[config.mk]
export PLATFORM = sky130hd
export DESIGN_NAME = tmq_ram
export DESIGN_NICKNAME = d
export VERILOG_FILES = /design/src/hw/rtl/tmq_ram.sv
export SDC_FILE = /design/constraint.sdc
export NUM_CORES = 1
export LEC_CHECK = 0
export BUFFER_PORTS_ARGS = -buffer_cell sky130_fd_sc_hd__buf_2
export CELL_PAD_IN_SITES_DETAIL_PLACEMENT = 0
export CELL_PAD_IN_SITES_GLOBAL_PLACEMENT = 1
export CORE_MARGIN = 3
export CORE_UTILIZATION = 49
export DETAILED_ROUTE_END_ITERATION = 12
export PLACE_DENSITY = 0.73
export SLEW_MARGIN = 20
export SYNTH_ARGS = -nofsm -noshare
export SYNTH_HDL_FRONTEND = slang
export SYNTH_SLANG_ARGS = --single-unit
[constraint.sdc]
create_clock -name i_clk -period 1.7 [get_ports i_clk]
set_input_delay 0 -clock i_clk [delete_from_list [all_inputs] [get_ports i_clk]]
set_output_delay 0 -clock i_clk [all_outputs]
set_load 0.01 [all_outputs]
[src/hw/rtl/tmq_ram.sv]
`timescale 1ns / 1ps

module tmq_ram #(
    parameter int WIDTH = 8,
    parameter int DEPTH = 16
) (
    input  logic                     i_clk,
    input  logic                     i_we,
    input  logic [$clog2(DEPTH)-1:0] i_waddr,
    input  logic [WIDTH-1:0]         i_wdata,
    input  logic                     i_re,
    input  logic [$clog2(DEPTH)-1:0] i_raddr,
    output logic [WIDTH-1:0]         o_rdata
);

    logic [WIDTH-1:0] r_mem [DEPTH];
    logic [WIDTH-1:0] r_rdata;

    always_ff @(posedge i_clk) begin
        if (i_we) begin
            r_mem[i_waddr] <= i_wdata;
        end
    end

    always_ff @(posedge i_clk) begin
        if (i_re) begin
            r_rdata <= r_mem[i_raddr];
        end
    end

    assign o_rdata = r_rdata;

endmodule

==> results.txt <==
Worst-Skew Late Latency = 0.51 ns
DIE AREA = 11,900 µm²
Largest net degree at the start of global routing = 33
CP Max Fanout = 1
Initial DRC Count = 166
DRT antenna net count = 0
Setup Skew = 0.00705 ns
Core footprint = 10,400 µm²
Die Wd = 109 µm
Number of CTS-inserted buffers = 17
I/O Buffers = 26
Count of pins over their slew limit = 0
Reg2Reg Launch Point = r_mem[8][2]
First-pass GRT wire length = 14,900 µm
CTS sink count = 136
Leakage = 0.00213 µW
Vias/cell = 5.52
Initial antenna violation count = 0
Post-detail-place hpwl = 6200 µm
Simple-gate share of the synthesized area = 3.14%
H-tree depth = 4
Unrepaired setup endpoints after global routing = false
Wire length on met3 = 427 µm
Routed length per instance = 22.2 µm
Most common cell after layout, fill and taps aside = edfxtp_1
Fin crit period = 1.51 ns
Cell Pwr Density = 1200 nW/µm²
Syn Nets = 248
Postcts setup bufs = 0
Peak VDD IR = 596 µV
Fmax = 660 MHz
Hold Fails Final Rpt = 0
Reg clk slew, reported paths = 0.06 ns
Worst-case clock buffer depth = 2
M1 WL = 4390 µm
Hold_sp = i_waddr[0]
Mux contribution to synthesized area = 14.8%
Fin nets = 314
Largest family of logic cells by synthesized area = multiplexers
Number of global-route vias before repair = 2,505
Synth Area in XOR/XNOR = 0%
Most frequent cells in the layout = 136 x edfxtp_1, 26 x buf_2, 20 x buf_4
Routed wire length = 9840 µm
Die height = 109 µm
Residual DRC = 0
Initial Util = 50.4%
Adder-Cell Fraction of Synth Area = 0%
Crit path from = r_mem[8][2]
Design area = 6270 µm²
Final TNS setup = 0 ns
Final setup violation count = 0
Type of origin of the critical path = flop
P&R area growth vs syn = 19.9%
Crit Path Class = reg -> reg
ANT cells = 0
Run status = complete, no violations
GRT Util Overall = 18.2%
Unique masters post-synth = 18
Max transition margin = 73.1%
Synthesized area = 5230 µm²
Num rows = 37
HP Class = in -> reg
DR vias = 2,446
Syn Inst Count = 229
Compound-Gate Fraction of Synth Area = 2.30%
Critical path required time = 1.94 ns
Yosys reg bits = 136
Syn Area/Cell = 22.8 µm²
WP data arrival = 1.75 ns
Total gr overflow = 0
Transition time of the tightest slew-check pin = 0.403 ns
Cell Area, Placed = 5630 µm²
Share of layout cells above drive strength 1 = 30.6%
Router iterations before antenna repair = 4
CTS root buf = clkbuf_8
Worst Setup End Kind = flop
MaxCap Viol Count = 0
Synth warnings = 0
Routed wl met2 = 4930 µm
Top layer reached by signal wires = met4
IO Pins = 27
Seq/Total Area, Yosys = 78.1%
Final worst-path cycle share = 89.1%
RePlAce Congestion = 0.719
CTS tree = yes
## Yosys cell counts (all sizes together)
| cell | instances | area [µm²] |
|---|---|---|
| nand3b | 2 | 15.0 |
| nor3 | 4 | 20.0 |
| nand3 | 1 | 5.00 |
| or3b | 1 | 8.76 |
| a22oi | 16 | 120 |
| nand2b | 2 | 12.5 |
| nand2 | 9 | 33.8 |
| and2b | 1 | 7.51 |
| clkdlybuf4s25 | 3 | 30.0 |
| nor2b | 1 | 6.26 |
| and2 | 1 | 6.26 |
| nor2 | 13 | 48.8 |
| mux4 | 32 | 773 |
| buf | 7 | 56.3 |
| edfxtp | 136 | 4080 |
## layer usage
metal | global-route usage (%) | up-vias
met5 | 0 | -
met4 | 6.41 | 0
met3 | 4.26 | 8
met2 | 28.2 | 66
met1 | 25.8 | 1259
li1 | - | 1113
## stage by stage
stage	std cells	hold slack, ns	utilization (%)	worst slack (ns)	total power (µW)
after floorplan	229	0.0989	-	0.207	4060
after global placement	403	0.378	54.3	0.0874	4220
after detailed placement	403	0.397	54.3	0.0839	4230
after CTS	443	0.0476	60.4	0.171	7570
after global routing	443	0.0612	60.4	0.147	7760
final	443	0.0565	60.4	0.186	7510
## worst max-delay path, cell delays in order, from the launching register on
cell and delay [ns]:
edfxtp_1 0.37, mux4_1 0.49, a22oi_1 0.25, nand2_1 0.13
## sequential cells by signal, indices dropped and copies added (netlist names)
signal and count:
o_rdata 8, r_mem 128
## logic make-up after synthesis
logic type | Yosys count
muxes | 32
and+or+nand+nor | 35
DFF | 136
buffers and inverters | 10
AOI/OAI and AO/OA | 16
## power breakdown
group          internal, µW  switching, µW
Sequential             3780           19.1
Clock                  2050           1290
Combinational           166            204
Total                  6000           1510
## area by class of cell
cell class                      instances  area [µm²]
Clock buffer                           17         414
Clock inverter                         14         133
Timing Repair Buffer                   57         410
Sequential cell                       136        4080
Multi-Input combinational cell         83        1060
Fill cell                             738        4100
Tap cell                              136         170
## path summary, 6_finish.rpt
kind | endpoint | slack, ns | depth (start not counted)
worst max-delay path | o_rdata[2] | 0.19 | 3
worst min-delay path | r_mem[4][1] | 0.06 | 3
worst max register to register | o_rdata[2] | 0.19 | 3
worst min register to register | o_rdata[0] | 0.76 | 3
## repair_timing
item / 4_1_cts / 5_1_grt
endpoints found under the hold margin: 136 / 0
resized for setup: 0 / 0
hold buffers: 9 / 0
endpoints found under the setup margin: 0 / 0
Note: power is estimated with default switching activity, not from simulation.
