[src/hw/rtl/tmq_pkg.sv]
`timescale 1ns / 1ps

package tmq_pkg;

    localparam int SLOTS         = 16;
    localparam int MESSAGE_BYTES = 64;
    localparam int NONCE_BYTES   = 8;

    localparam int SLOT_W  = $clog2(SLOTS);
    localparam int CNT_W   = $clog2(SLOTS + 1);
    localparam int SUM_W   = CNT_W + 1;
    localparam int LEN_W   = $clog2(MESSAGE_BYTES + 1);
    localparam int IDX_W   = (MESSAGE_BYTES > 1) ? $clog2(MESSAGE_BYTES) : 1;
    localparam int NONCE_W = 8 * NONCE_BYTES;
    localparam int MSG_DEPTH = SLOTS * MESSAGE_BYTES;
    localparam int MSG_AW  = $clog2(MSG_DEPTH);

    localparam logic [2:0] REQ_ADD       = 3'd0;
    localparam logic [2:0] REQ_ENCRYPTED = 3'd1;
    localparam logic [2:0] REQ_REMOVE    = 3'd2;
    localparam logic [2:0] REQ_READ      = 3'd3;
    localparam logic [2:0] REQ_SET_NONCE = 3'd4;

    localparam logic STATUS_OK  = 1'b0;
    localparam logic STATUS_ERR = 1'b1;

    typedef struct packed {
        logic [2:0]  req_type;
        logic [7:0]  data_byte;
        logic        byte_last;
        logic [63:0] nonce_in;
    } t_req;

    typedef struct packed {
        logic        status;
        logic [7:0]  out_byte;
        logic        out_last;
        logic [63:0] out_nonce;
        logic [4:0]  pending_encrypt;
        logic [4:0]  pending_send;
    } t_rsp;

    typedef struct packed {
        logic               msg_we;
        logic [MSG_AW-1:0]  msg_waddr;
        logic [7:0]         msg_wdata;
        logic               msg_re;
        logic [MSG_AW-1:0]  msg_raddr;
        logic               len_we;
        logic [SLOT_W-1:0]  len_waddr;
        logic [LEN_W-1:0]   len_wdata;
        logic               nonce_we;
        logic [SLOT_W-1:0]  nonce_waddr;
        logic [NONCE_W-1:0] nonce_wdata;
        logic               slot_re;
        logic [SLOT_W-1:0]  slot_raddr;
    } t_mem_cmd;

    function automatic logic [SLOT_W-1:0] next_slot(input logic [SLOT_W-1:0] slot);
        logic [SLOT_W-1:0] res;
        if (slot == SLOT_W'(SLOTS - 1)) begin
            res = '0;
        end else begin
            res = slot + SLOT_W'(1);
        end
        return res;
    endfunction

    function automatic logic [MSG_AW-1:0] msg_addr(input logic [SLOT_W-1:0] slot,
                                                   input logic [IDX_W-1:0]  idx);
        return MSG_AW'(slot) * MSG_AW'(MESSAGE_BYTES) + MSG_AW'(idx);
    endfunction

endpackage

[src/hw/rtl/tmq_ctrl.sv]
`timescale 1ns / 1ps

module tmq_ctrl
    import tmq_pkg::*;
(
    input  logic               i_clk,
    input  logic               i_rst_n,
    input  logic               i_in_valid,
    output logic               o_in_stall,
    input  t_req               i_in_data,
    output logic               o_out_valid,
    input  logic               i_out_stall,
    output t_rsp               o_out_data,
    output t_mem_cmd           o_mem,
    input  logic [7:0]         i_msg_rdata,
    input  logic [LEN_W-1:0]   i_len_rdata,
    input  logic [NONCE_W-1:0] i_nonce_rdata
);

    localparam logic [1:0] ST_IDLE = 2'd0;
    localparam logic [1:0] ST_LEN  = 2'd1;
    localparam logic [1:0] ST_BYTE = 2'd2;

    logic [1:0]        r_state,     n_state;
    logic [SLOT_W-1:0] r_add_slot,  n_add_slot;
    logic [SLOT_W-1:0] r_enc_slot,  n_enc_slot;
    logic [SLOT_W-1:0] r_send_slot, n_send_slot;
    logic [CNT_W-1:0]  r_enc_cnt,   n_enc_cnt;
    logic [CNT_W-1:0]  r_send_cnt,  n_send_cnt;
    logic [LEN_W-1:0]  r_bytes,     n_bytes;
    logic              r_too_long,  n_too_long;
    logic [IDX_W-1:0]  r_idx,       n_idx;
    t_rsp              r_out,       n_out;
    logic              r_out_valid;

    logic              out_free;
    logic              in_acc;
    logic              load;
    logic              full;
    logic              take;
    logic              too_long_upd;
    logic              status;
    logic              is_last;

    assign out_free   = !r_out_valid || !i_out_stall;
    assign o_in_stall = !((r_state == ST_IDLE) && out_free);
    assign in_acc     = i_in_valid && !o_in_stall;

    assign full = (SUM_W'(r_enc_cnt) + SUM_W'(r_send_cnt)) >= SUM_W'(SLOTS);
    assign take = !full && (r_bytes < LEN_W'(MESSAGE_BYTES));
    assign too_long_upd = r_too_long || !take;
    assign is_last = (LEN_W'(r_idx) + LEN_W'(1)) >= i_len_rdata;

    always_comb begin
        n_state     = r_state;
        n_add_slot  = r_add_slot;
        n_enc_slot  = r_enc_slot;
        n_send_slot = r_send_slot;
        n_enc_cnt   = r_enc_cnt;
        n_send_cnt  = r_send_cnt;
        n_bytes     = r_bytes;
        n_too_long  = r_too_long;
        n_idx       = r_idx;
        o_mem       = '0;
        load        = 1'b0;
        status      = STATUS_OK;
        n_out       = '0;

        o_mem.msg_waddr   = msg_addr(r_add_slot, r_bytes[IDX_W-1:0]);
        o_mem.msg_wdata   = i_in_data.data_byte;
        o_mem.len_waddr   = r_add_slot;
        o_mem.nonce_waddr = r_enc_slot;
        o_mem.nonce_wdata = i_in_data.nonce_in[NONCE_W-1:0];
        o_mem.slot_raddr  = r_send_slot;

        unique case (r_state)
            ST_IDLE: begin
                if (in_acc) begin
                    load = 1'b1;
                    unique case (i_in_data.req_type)
                        REQ_ADD: begin
                            o_mem.msg_we = take;
                            n_bytes      = r_bytes + LEN_W'(take);
                            n_too_long   = too_long_upd;
                            if (i_in_data.byte_last) begin
                                if (too_long_upd) begin
                                    status = STATUS_ERR;
                                end else begin
                                    o_mem.len_we    = 1'b1;
                                    o_mem.len_wdata = n_bytes;
                                    n_add_slot      = next_slot(r_add_slot);
                                    n_enc_cnt       = r_enc_cnt + CNT_W'(1);
                                end
                                n_bytes    = '0;
                                n_too_long = 1'b0;
                            end
                        end
                        REQ_ENCRYPTED: begin
                            if (r_enc_cnt == '0) begin
                                status = STATUS_ERR;
                            end else begin
                                o_mem.nonce_we = 1'b1;
                                n_enc_slot     = next_slot(r_enc_slot);
                                n_enc_cnt      = r_enc_cnt - CNT_W'(1);
                                n_send_cnt     = r_send_cnt + CNT_W'(1);
                            end
                        end
                        REQ_REMOVE: begin
                            if (r_send_cnt == '0) begin
                                status = STATUS_ERR;
                            end else begin
                                n_send_slot = next_slot(r_send_slot);
                                n_send_cnt  = r_send_cnt - CNT_W'(1);
                            end
                        end
                        REQ_READ: begin
                            if (r_send_cnt == '0) begin
                                status = STATUS_ERR;
                            end else begin
                                load          = 1'b0;
                                o_mem.slot_re = 1'b1;
                                n_state       = ST_LEN;
                            end
                        end
                        REQ_SET_NONCE: begin
                            if (r_enc_cnt == '0) begin
                                status = STATUS_ERR;
                            end else begin
                                o_mem.nonce_we = 1'b1;
                            end
                        end
                        default: begin
                            status = STATUS_ERR;
                        end
                    endcase
                    n_out.status   = status;
                    n_out.out_last = 1'b1;
                end
            end
            ST_LEN: begin
                o_mem.msg_re    = 1'b1;
                o_mem.msg_raddr = msg_addr(r_send_slot, '0);
                n_idx           = '0;
                n_state         = ST_BYTE;
            end
            ST_BYTE: begin
                if (out_free) begin
                    load            = 1'b1;
                    n_out.status    = STATUS_OK;
                    n_out.out_byte  = i_msg_rdata;
                    n_out.out_last  = is_last;
                    n_out.out_nonce = 64'(i_nonce_rdata);
                    if (is_last) begin
                        n_state = ST_IDLE;
                    end else begin
                        n_idx           = r_idx + IDX_W'(1);
                        o_mem.msg_re    = 1'b1;
                        o_mem.msg_raddr = msg_addr(r_send_slot, n_idx);
                    end
                end
            end
            default: begin
                n_state = ST_IDLE;
            end
        endcase

        n_out.pending_encrypt = 5'(n_enc_cnt);
        n_out.pending_send    = 5'(n_send_cnt);
    end

    always_ff @(posedge i_clk) begin
        if (!i_rst_n) begin
            r_state     <= ST_IDLE;
            r_add_slot  <= '0;
            r_enc_slot  <= '0;
            r_send_slot <= '0;
            r_enc_cnt   <= '0;
            r_send_cnt  <= '0;
            r_bytes     <= '0;
            r_too_long  <= 1'b0;
            r_idx       <= '0;
            r_out_valid <= 1'b0;
        end else begin
            r_state     <= n_state;
            r_add_slot  <= n_add_slot;
            r_enc_slot  <= n_enc_slot;
            r_send_slot <= n_send_slot;
            r_enc_cnt   <= n_enc_cnt;
            r_send_cnt  <= n_send_cnt;
            r_bytes     <= n_bytes;
            r_too_long  <= n_too_long;
            r_idx       <= n_idx;
            if (load) begin
                r_out_valid <= 1'b1;
            end else if (!i_out_stall) begin
                r_out_valid <= 1'b0;
            end
        end
    end

    always_ff @(posedge i_clk) begin
        if (load) begin
            r_out <= n_out;
        end
    end

    assign o_out_valid = r_out_valid;
    assign o_out_data  = r_out;

endmodule

[config.mk]
export PLATFORM = sky130hd
export DESIGN_NAME = tmq_ctrl
export DESIGN_NICKNAME = d
export VERILOG_FILES = /design/src/hw/rtl/tmq_pkg.sv /design/src/hw/rtl/tmq_ctrl.sv
export SDC_FILE = /design/constraint.sdc
export NUM_CORES = 1
export LEC_CHECK = 0
export ABC_CLOCK_PERIOD_IN_PS = 8000
export BUFFER_PORTS_ARGS = -buffer_cell sky130_fd_sc_hd__buf_4
export CORE_AREA = 3 3 140 142
export DETAILED_ROUTE_END_ITERATION = 8
export DIE_AREA = 0 0 143 145
export PLACE_DENSITY = 0.69
export RECOVER_POWER = 25
export SKIP_LAST_GASP = 1
export SLEW_MARGIN = 40
export SYNTH_ARGS = -nofsm -noshare
export SYNTH_HDL_FRONTEND = slang
export SYNTH_SLANG_ARGS = --single-unit
[constraint.sdc]
create_clock -name i_clk -period 8 [get_ports i_clk]
set_clock_uncertainty 0.05 [all_clocks]
set_input_delay 0.8 -clock i_clk [delete_from_list [all_inputs] [get_ports i_clk]]
set_output_delay 0.8 -clock i_clk [all_outputs]
set_load 0.1 [all_outputs]
==> results.ini, run 1 <==
[yosys]
ys_types=67
ys_seq_area_share_pct=49.4
yosys.area.top_type=edfxtp_1
synth_top_cell_area_share_pct=37.7
synthCells=642
synthTopCellsByArea=edfxtp_1 (38%), dfxtp_1 (12%), buf_4 (9.2%)
ys_async_sr_fraction_pct=0
synth.cell_area_mm2=0.00669
synth_seq_cells=123
ys.flop_type=edfxtp_1
synth.avg_cell_area_um2=10.4
syn-num-nets=826
yosysWarnings=0
synth_edf_count=84

[clock_network]
ctsResizeCount=0
clock_latency_ns=0.41
cts-root-buf=clkbuf_16
post_cts_buffers=0
htree_levels=4
hold_buffers=0
clockBufferDepth=2
cts_tree=built
cts_sinks=123
cts_buffers=17
clk_pin_slew_ns=0.06

[sta]
setup_viol=0
min_period_ns=4.85
slew_viol_final=76
post-route-period-util_pct=60.6
tightest_slew_ns=1.92
hold_violations=0
fmax_mhz=206
relSlewSlack_pct=-28.1
holdWs_ns=0.434
tns_ns=0
rsz0062_at_grt=false

[global_routing]
met1_usage_pct=18.5
antenna_found_initial=0
grt_max_degree=85
grt_util_all_layers_pct=17.2
overflow=0
grt_pass1_wl_um=27900
grt_use_met2_pct=30.5
gr-usage-met3_pct=4.58
grt_pass1_vias=5078
grt_most_used_layer=met2

[power]
p_total_mw=1.75
p_leak_nw=3.95
peakVddDrop_v=0.000137
p_per_area_mw_per_mm2=206

[drt]
drcViolationCount=0
wirelength_um=18400
viasPerCell=5.16
via_count=5236
drt_iter0_drc=324
wl_per_cell_um=18.2
firstDrtPassIters=6
antenna_left=0

[outcome]
violations=capacitance limit, slew limit
outcome=complete, but fails checks

[die]
initial_utilization_pct=36.0
pin_count=361
die_h_um=145
rows=50
die_w_um=143
fp.dieArea_mm2=0.0207
core-area_mm2=0.0186

[worst_setup_path]
required_ns=7.15
crit_arrival_ns=4.00
start_kind=flip-flop
cp_max_fo=75
worst-setup-path-type=reg2out
r2r_cells=5
r2r_start=r_state[0]
worst_r2r_endpoint=o_out_data[31]
r2r_slack_ns=4.13
end_kind=output port

[cells_and_area]
multi_input_area_mm2=0.00256
filler_cell_count=1739
layout_commonest_cell=buf_4
seq_area_mm2=0.00330
drive_gt1_share_pct=34.1
area_growth_syn_to_layout_pct=26.5
final_cell_mix=buf_4 (217), edfxtp_1 (84), and3_1 (82)
nets=951
n_antenna_cell=0

[placement]
dpl.hpwl_um=13500
place.gp.congestion=0.837
port_buffers=216

[worst_hold_path]
hold_depth=2
hold-path-endpoint=r_bytes[0]
min_from=r_bytes[0]
hold_path_class=reg2reg

[job]
max_cap_viol_count=1

==> area by class of cell <==
class / count / share of cell area, %
clock buffer: 17 / 5.03
inverter: 23 / 1.02
timing repair buffer: 218 / 19.4
multi-input combinational: 384 / 30.3
clock inverter: 15 / 1.79
tap: 234 / 3.46
sequential: 123 / 39.0
==> Yosys cell counts (all sizes together), types with 6 or more instances <==
cell / n
buf: 88
nand3: 18
xnor2: 11
nor3: 8
edfxtp: 84
dfxtp: 39
mux2i: 6
o21ai: 15
clkbuf: 24
nand2: 44
and3: 82
or3: 7
nor4: 6
nor2: 38
nand3b: 6
ha: 25
and2: 8
inv: 23
a21oi: 33
==> power breakdown <==
part           total (mW)  internal, mW  switching [mW]
logic               0.287        0.0652           0.222
registers           0.709         0.702         0.00724
clock network       0.751         0.438           0.313
total                1.75          1.21           0.542
==> per-stage QoR <==
step	utilization, %	std cells	worst slack (ns)	area [um^2]
2_1_floorplan	-	642	0.116	6690
3_3_place_gp	42.4	982	4.25	7890
3_5_place_dp	42.5	982	4.20	7900
4_1_cts	45.6	1014	3.72	8480
5_1_grt	45.6	1014	2.59	8460
6_report	45.6	1014	3.15	8460
==> how the worst max path moves through the flow <==
stage                 from       endpoint  slack [ns]  depth (start not counted)
3_5_place_dp      r_idx[0]      o_mem[90]        4.20                         10
6_report        r_state[0]      o_mem[87]        3.15                          6
4_1_cts           r_idx[0]      o_mem[90]        3.72                         10
2_1_floorplan  o_out_valid  o_out_data[0]        0.12                          4
3_3_place_gp   i_out_stall       o_mem[4]        4.25                          7
5_1_grt         r_state[0]      o_mem[87]        2.59                          6
==> critical path, stage by stage (launching register included) <==
cell and delay (ns):
dfxtp_1 0.33, inv_1 0.11, ha_1 1.46, nand2_1 0.65, nor2_1 0.51, and3_1 0.22
buf_4 0.28
==> layer usage <==
metal	wire length, um	part of all wire [%]	vias up
met5	0	0	-
met4	665	3.6	0
met3	1470	8.0	67
met2	9590	52	217
met1	6700	36	2448
li1	-	-	2504
==> flip-flops by register name (all words and copies together) (netlist names) <==
register	cells
o_out_data	84
r_bytes	7
r_idx	6
r_enc_cnt	5
r_send_cnt	5
r_add_slot	4
r_enc_slot	4
r_send_slot	4
r_state	2
o_out_valid	1
r_too_long	1
==> kinds of logic after synthesis <==
family / share of synthesized area, %
xor gates and xnor gates: 1.83
AOI/OAI and AO/OA: 9.75
and+or+nand+nor: 21.0
DFF: 49.4
muxes: 0.898
adders and majority gates: 4.68
buffers and inverters: 12.5
(Power assumes the default switching activity.)
==> inputs of run 2 (changes only) <==
--- a/config.mk
+++ b/config.mk
@@ -5,12 +5,12 @@
 export SDC_FILE = /design/constraint.sdc
 export NUM_CORES = 1
 export LEC_CHECK = 0
-export ABC_CLOCK_PERIOD_IN_PS = 8000
+export ABC_CLOCK_PERIOD_IN_PS = 4900
 export BUFFER_PORTS_ARGS = -buffer_cell sky130_fd_sc_hd__buf_4
-export CORE_AREA = 3 3 140 142
+export CORE_AREA = 3 3 138 140
 export DETAILED_ROUTE_END_ITERATION = 8
-export DIE_AREA = 0 0 143 145
-export PLACE_DENSITY = 0.69
+export DIE_AREA = 0 0 141 143
+export PLACE_DENSITY = 0.68
 export RECOVER_POWER = 25
 export SKIP_LAST_GASP = 1
 export SLEW_MARGIN = 40
==> constraint.sdc (replaced) <==
create_clock -name i_clk -period 4.9 [get_ports i_clk]
set_clock_uncertainty 0.05 [all_clocks]
set_input_delay 0.49 -clock i_clk [delete_from_list [all_inputs] [get_ports i_clk]]
set_output_delay 0.49 -clock i_clk [all_outputs]
set_load 0.1 [all_outputs]
==> run 2 against run 1 <==
Net effect:
- the run now ends clean
- sequential power increased by 64%
- design area decreased by 0.99%
- worst setup slack got worse by 2.1 ns
- routed wire length increased by 2.7%
- worst hold slack got worse by 0.096 ns
- final cell count decreased by 0.30%
- clock power increased by 64%
- critical path depth increased by 6
- flip-flop and latch count unchanged
==> results.ini, run 2 (synthesis gave the netlist of run 1 again) <==
[cells_and_area]
n_antenna_cell=0  ; unchanged
nets=953  ; +0.21%
drive_gt1_share_pct=30.4  ; -3.7 points
seq_area_mm2=0.00330  ; unchanged
final_core_util_pct=46.7  ; +1.1 points
layout_commonest_cell=buf_4
final_cell_mix=buf_4 (188), edfxtp_1 (84), and3_1 (82)
area_growth_syn_to_layout_pct=25.3
multi_input_area_mm2=0.00257  ; about the same
largest_register_ffs=84  ; unchanged
filler_cell_count=1721  ; -1.0%
finalInstanceArea_mm2=0.00838  ; -0.99%

[drt]
firstDrtPassIters=5  ; -1
drt_iter0_drc=287  ; -11%
via_count=5248  ; +0.23%
wirelength_um=18900  ; +2.7%
drcViolationCount=0  ; unchanged
wl_per_cell_um=18.7  ; +3.0%
antenna_left=0  ; unchanged
viasPerCell=5.19  ; +0.53%

[power]
peakVddDrop_v=0.000234  ; +71%
p_total_mw=2.85  ; +63%
p_per_area_mw_per_mm2=340  ; +65%
p_leak_nw=3.86  ; -2.4%

[global_routing]
antenna_found_initial=0  ; unchanged
grt_pass1_vias=4942  ; -2.7%
grt_max_degree=80  ; -5.9%
grt_pass1_wl_um=28000  ; +0.42%
overflow=0  ; unchanged
grt_util_all_layers_pct=17.9  ; +0.72 points

[worst_setup_path]
crit_slowest_cell=dfxtp_1
r2r_slack_ns=2.06  ; -2.07 ns
crit_family=simple AND/OR/NAND/NOR gates
worst_r2r_endpoint=r_bytes[6]
worst-setup-path-type=reg2out
cp_common_cell=ha_1
r2r_start=r_send_cnt[2]
cp_max_fo=10  ; -87%
start_kind=flip-flop
crit_arrival_ns=3.30  ; -0.70 ns
path_cells=ha_1 -> and4_1 -> o21ai_4 -> nand2_1 -> inv_1 -> ha_1 -> ha_1 -> and3_1 -> and3_1 -> xnor2_1 -> nor2_1 -> buf_4
required_ns=4.36  ; -2.79 ns
critPathMaxStageDelay_ns=0.55  ; -0.91 ns
end_kind=output port
path_buf_inv=2  ; unchanged
r2r_cells=12  ; +7

[die]
pin_count=361  ; unchanged
core-area_mm2=0.0180  ; -3.3%
rows=49  ; -2.0%
die_w_um=141  ; -1.4%
initial_utilization_pct=37.2  ; +1.2 points
fp.dieArea_mm2=0.0202  ; -2.8%
die_h_um=143  ; -1.4%

[placement]
place_ws_ns=1.49  ; -2.71 ns
dpl_cell_area_mm2=0.00792  ; +0.19%
dpl.hpwl_um=13800  ; +2.6%
place.gp.congestion=0.881  ; +5.2%
port_buffers=216  ; unchanged

[sta]
tns_ns=0  ; unchanged
hold_violations=0  ; unchanged
worst_slack_ns=1.06  ; -2.10 ns
relSlewSlack_pct=20.0  ; +48 points
post-route-period-util_pct=78.4
tightest_slew_ns=1.21  ; -0.715 ns
min_period_ns=3.84
rsz0062_at_grt=false
setup_viol=0  ; unchanged
slew_viol_final=0  ; -100%
fmax_mhz=260

[clock_network]
cts_sinks=123  ; unchanged
cts_buffers=17  ; unchanged
clk_pin_slew_ns=0.06  ; about the same
ctsResizeCount=0  ; unchanged
cts-root-buf=clkbuf_16
post_cts_buffers=0  ; unchanged
cts_tree=built
clockBufferDepth=2  ; unchanged
clock_latency_ns=0.41  ; about the same
htree_levels=4  ; unchanged
hold_buffers=0  ; unchanged

[job]
max_cap_viol_count=0  ; -1

[outcome]
outcome=finished, final reports clean

[worst_hold_path]
hold-path-endpoint=o_out_data[76]
hold_path_class=in2reg
hold_depth=2  ; unchanged
min_from=i_msg_rdata[1]

## run 2: layout make-up
cell class / instances / share of cell area, %
clock buffers: 17 / 5.08
inverters: 23 / 1.03
clock inverters: 15 / 1.82
well taps: 229 / 3.42
flip-flops and latches: 123 / 39.4
repair buffers: 220 / 18.6
multi-input cells: 384 / 30.6
## run 2: per-stage QoR
step	hold slack, ns	std cells
finish	0.339	1011
global placement	0.417	978
CTS	0.314	1011
detailed placement	0.424	979
global route	0.313	1011
floorplan	0.400	642
## run 2: worst max path at each step
stage / from / endpoint / slack (ns) / cells after the start
floorplan: o_out_valid / o_mem[73] / 0.16 / 4
global placement: r_idx[0] / o_mem[90] / 1.53 / 10
detailed placement: r_idx[0] / o_mem[91] / 1.49 / 10
CTS: r_enc_cnt[2] / o_mem[80] / 1.03 / 12
global route: r_idx[0] / o_mem[91] / 0.69 / 10
finish: r_send_cnt[2] / o_mem[80] / 1.06 / 12
## run 2: report_power, final
group          switching [mW]  total, mW  internal [mW]
Clock                   0.511       1.23          0.716
Combinational           0.364      0.463         0.0987
Sequential             0.0121       1.16           1.14
## run 2: per-layer routing
metal / GRT usage [%] / part of all wire (%) / vias to the layer above
li1: - / - / 2510
met1: 21.8 / 41 / 2450
met2: 31.0 / 50 / 243
met3: 4.79 / 7.2 / 45
met4: 6.12 / 2.1 / 0
met5: 0 / 0 / -
==> inputs of run 3 (changes only) <==
--- a/config.mk
+++ b/config.mk
@@ -5,12 +5,12 @@
 export SDC_FILE = /design/constraint.sdc
 export NUM_CORES = 1
 export LEC_CHECK = 0
-export ABC_CLOCK_PERIOD_IN_PS = 4900
+export ABC_CLOCK_PERIOD_IN_PS = 3350
 export BUFFER_PORTS_ARGS = -buffer_cell sky130_fd_sc_hd__buf_4
-export CORE_AREA = 3 3 138 140
+export CORE_AREA = 3 3 140 142
 export DETAILED_ROUTE_END_ITERATION = 8
-export DIE_AREA = 0 0 141 143
-export PLACE_DENSITY = 0.68
+export DIE_AREA = 0 0 143 145
+export PLACE_DENSITY = 0.69
 export RECOVER_POWER = 25
 export SKIP_LAST_GASP = 1
 export SLEW_MARGIN = 40
==> constraint.sdc (replaced) <==
create_clock -name i_clk -period 3.35 [get_ports i_clk]
set_clock_uncertainty 0.05 [all_clocks]
set_input_delay 0.335 -clock i_clk [delete_from_list [all_inputs] [get_ports i_clk]]
set_output_delay 0.335 -clock i_clk [all_outputs]
set_load 0.1 [all_outputs]
==> run 3 against run 2 <==
Net effect:
- sequential share of layout area shrank 1.3 points
- utilization grew 0.13 points
- global-route usage shrank 0.19 points
- combinational power grew 49%
- clock-buffer cell count is the same
- total power grew 45%
- register-to-register slack lost 1.3 ns
- flip-flop and latch count is the same
- design area grew 3.7%
- routed wire length grew 1.4%
- die area grew 2.8%
- sequential power grew 46%
- critical path type unchanged
- largest power group unchanged
- highest routed layer unchanged
==> results.ini, run 3 (synthesis gave the netlist of run 1 again) <==
[outcome]
outcome=finished, final reports clean

[die]
initial_utilization_pct=36.0  ; -1.2 points
die_w_um=143  ; +1.4%
fp.dieArea_mm2=0.0207  ; +2.8%
pin_count=361  ; unchanged
core-area_mm2=0.0186  ; +3.4%
rows=50  ; +2.0%
die_h_um=145  ; +1.4%

[cells_and_area]
seq_area_mm2=0.00331  ; +0.23%
n_antenna_cell=0  ; unchanged
final_cell_mix=buf_4 (192), edfxtp_1 (84), and3_1 (79)
final_core_util_pct=46.8  ; +0.13 points
largest_register_ffs=84  ; unchanged
area_growth_syn_to_layout_pct=29.9
stdcell_count=1029  ; +1.8%
filler_cell_count=1689  ; -1.9%
drive_gt1_share_pct=34.8  ; +4.4 points
layout_commonest_cell=buf_4
multi_input_area_mm2=0.00268  ; +4.4%
nets=966  ; +1.4%

[worst_setup_path]
cp_max_fo=6  ; -4
r2r_start=r_send_cnt[1]
required_ns=2.96  ; -1.40 ns
critPathLaunch=r_enc_cnt[4]
worst-setup-path-type=reg2out
end_kind=output port
crit_arrival_ns=2.83  ; -0.47 ns
start_kind=flip-flop

[global_routing]
grt_max_degree=74  ; -7.5%
grt_pass1_vias=5118  ; +3.6%
antenna_found_initial=0  ; unchanged
grt_util_all_layers_pct=17.7  ; -0.19 points
grt_pass1_wl_um=28800  ; +2.8%
overflow=0  ; unchanged

[placement]
port_buffers=216  ; unchanged
place.gp.congestion=0.885  ; +0.50%
dpl.hpwl_um=14200  ; +2.3%
dp.cells=994  ; +1.5%

[clock_network]
cts_sinks=123  ; unchanged
clock_latency_ns=0.42  ; about the same
htree_levels=4  ; unchanged
cts_tree=built
clk_pin_slew_ns=0.06  ; about the same
cts-root-buf=clkbuf_16
cts_buffers=17  ; unchanged
clockBufferDepth=2  ; unchanged

[power]
p_total_mw=4.13  ; +45%
pwr-share-seq_pct=40.9  ; +0.3 points
p_int_mw=2.85  ; +46%
swShare_pct=30.9  ; -0.25 points
clkPwrFrac_pct=42.4  ; -0.7 points
peakVddDrop_v=0.000327  ; +39%
p_leak_nw=3.96  ; +2.5%
combPwrFrac_pct=16.7  ; +0.4 points
p_per_area_mw_per_mm2=475  ; +40%
power_switching_mw=1.28  ; +44%

[drt]
firstDrtPassIters=5  ; unchanged
drcViolationCount=0  ; unchanged
antenna_left=0  ; unchanged
drt_iter0_drc=271  ; -5.6%
wirelength_um=19200  ; +1.4%
viasPerCell=5.19  ; about the same
via_count=5341  ; +1.8%
wl_per_cell_um=18.6  ; -0.41%

[sta]
relSlewSlack_pct=18.0  ; -2.0 points
setup_viol=0  ; unchanged
post-route-period-util_pct=95.9
fmax_mhz=311
holdWs_ns=0.172  ; -0.167 ns
tightest_slew_ns=1.24  ; +0.0299 ns
min_period_ns=3.21
tns_ns=0  ; unchanged
hold_violations=0  ; unchanged
slew_viol_final=0  ; unchanged

[worst_hold_path]
hold_path_class=in2reg
min_from=i_nonce_rdata[32]

[job]
max_cap_viol_count=0  ; unchanged

[run 3: area by class of cell]
cell class,count,area share [%]
tap,234,3.37
multi-input combinational,384,30.8
sequential,123,38.1
clock buffer,17,4.89
timing repair buffer,233,20.2
inverter,23,0.993
clock inverter,15,1.58
[run 3: final timing paths]
| check | endpoint | slack, ns | cells after the start |
|---|---|---|---|
| setup reg to reg | o_out_data[65] | 0.72 | 7 |
| hold / removal | o_out_data[42] | 0.17 | 2 |
| hold reg to reg | r_bytes[0] | 0.43 | 2 |
| setup / recovery | o_mem[80] | 0.14 | 11 |
[run 3: power groups by stage]
stage | Combinational (mW) | Clock (mW) | Sequential, mW
CTS | 0.705 | 1.80 | 1.69
finish | 0.689 | 1.75 | 1.69
floorplan | 0.519 | 0 | 2.10
detailed placement | 0.705 | 0 | 1.72
global placement | 0.704 | 0 | 1.72
global route | 0.711 | 1.87 | 1.69
[run 3: worst max-delay path, cell delays in order, from the launching register on]
cell,delay (ns)
dfxtp_2,0.35
ha_1,0.33
nor4_4,0.33
nand2_2,0.14
inv_1,0.08
ha_2,0.20
ha_4,0.15
and3_4,0.21
and3_4,0.20
xnor2_1,0.07
nor2_2,0.16
buf_12,0.19
[run 3: what timing repair did]
item                                    CTS  global route
pin swaps                                 1             5
resized for setup                        16            30
gates cloned                              0             0
endpoints found under the setup margin   13            13
buffers inserted                          1             2
hold buffers                              0             0
[run 3: per-layer routing]
metal | global-route usage (%) | wire, um | vias up
met4 | 7.79 | 671 | 0
met1 | 20.0 | 7160 | 2480
met5 | 0 | 0 | -
met2 | 31.0 | 9880 | 242
li1 | - | - | 2544
met3 | 4.81 | 1480 | 75
[run 3: through the flow]
stage          cell area, um^2  setup slack, ns
3_5_place_dp              8030            0.240
2_1_floorplan             6730           -0.473
4_1_cts                   8660          0.00263
6_report                  8690            0.136
3_3_place_gp              8030            0.303
5_1_grt                   8690          -0.0505
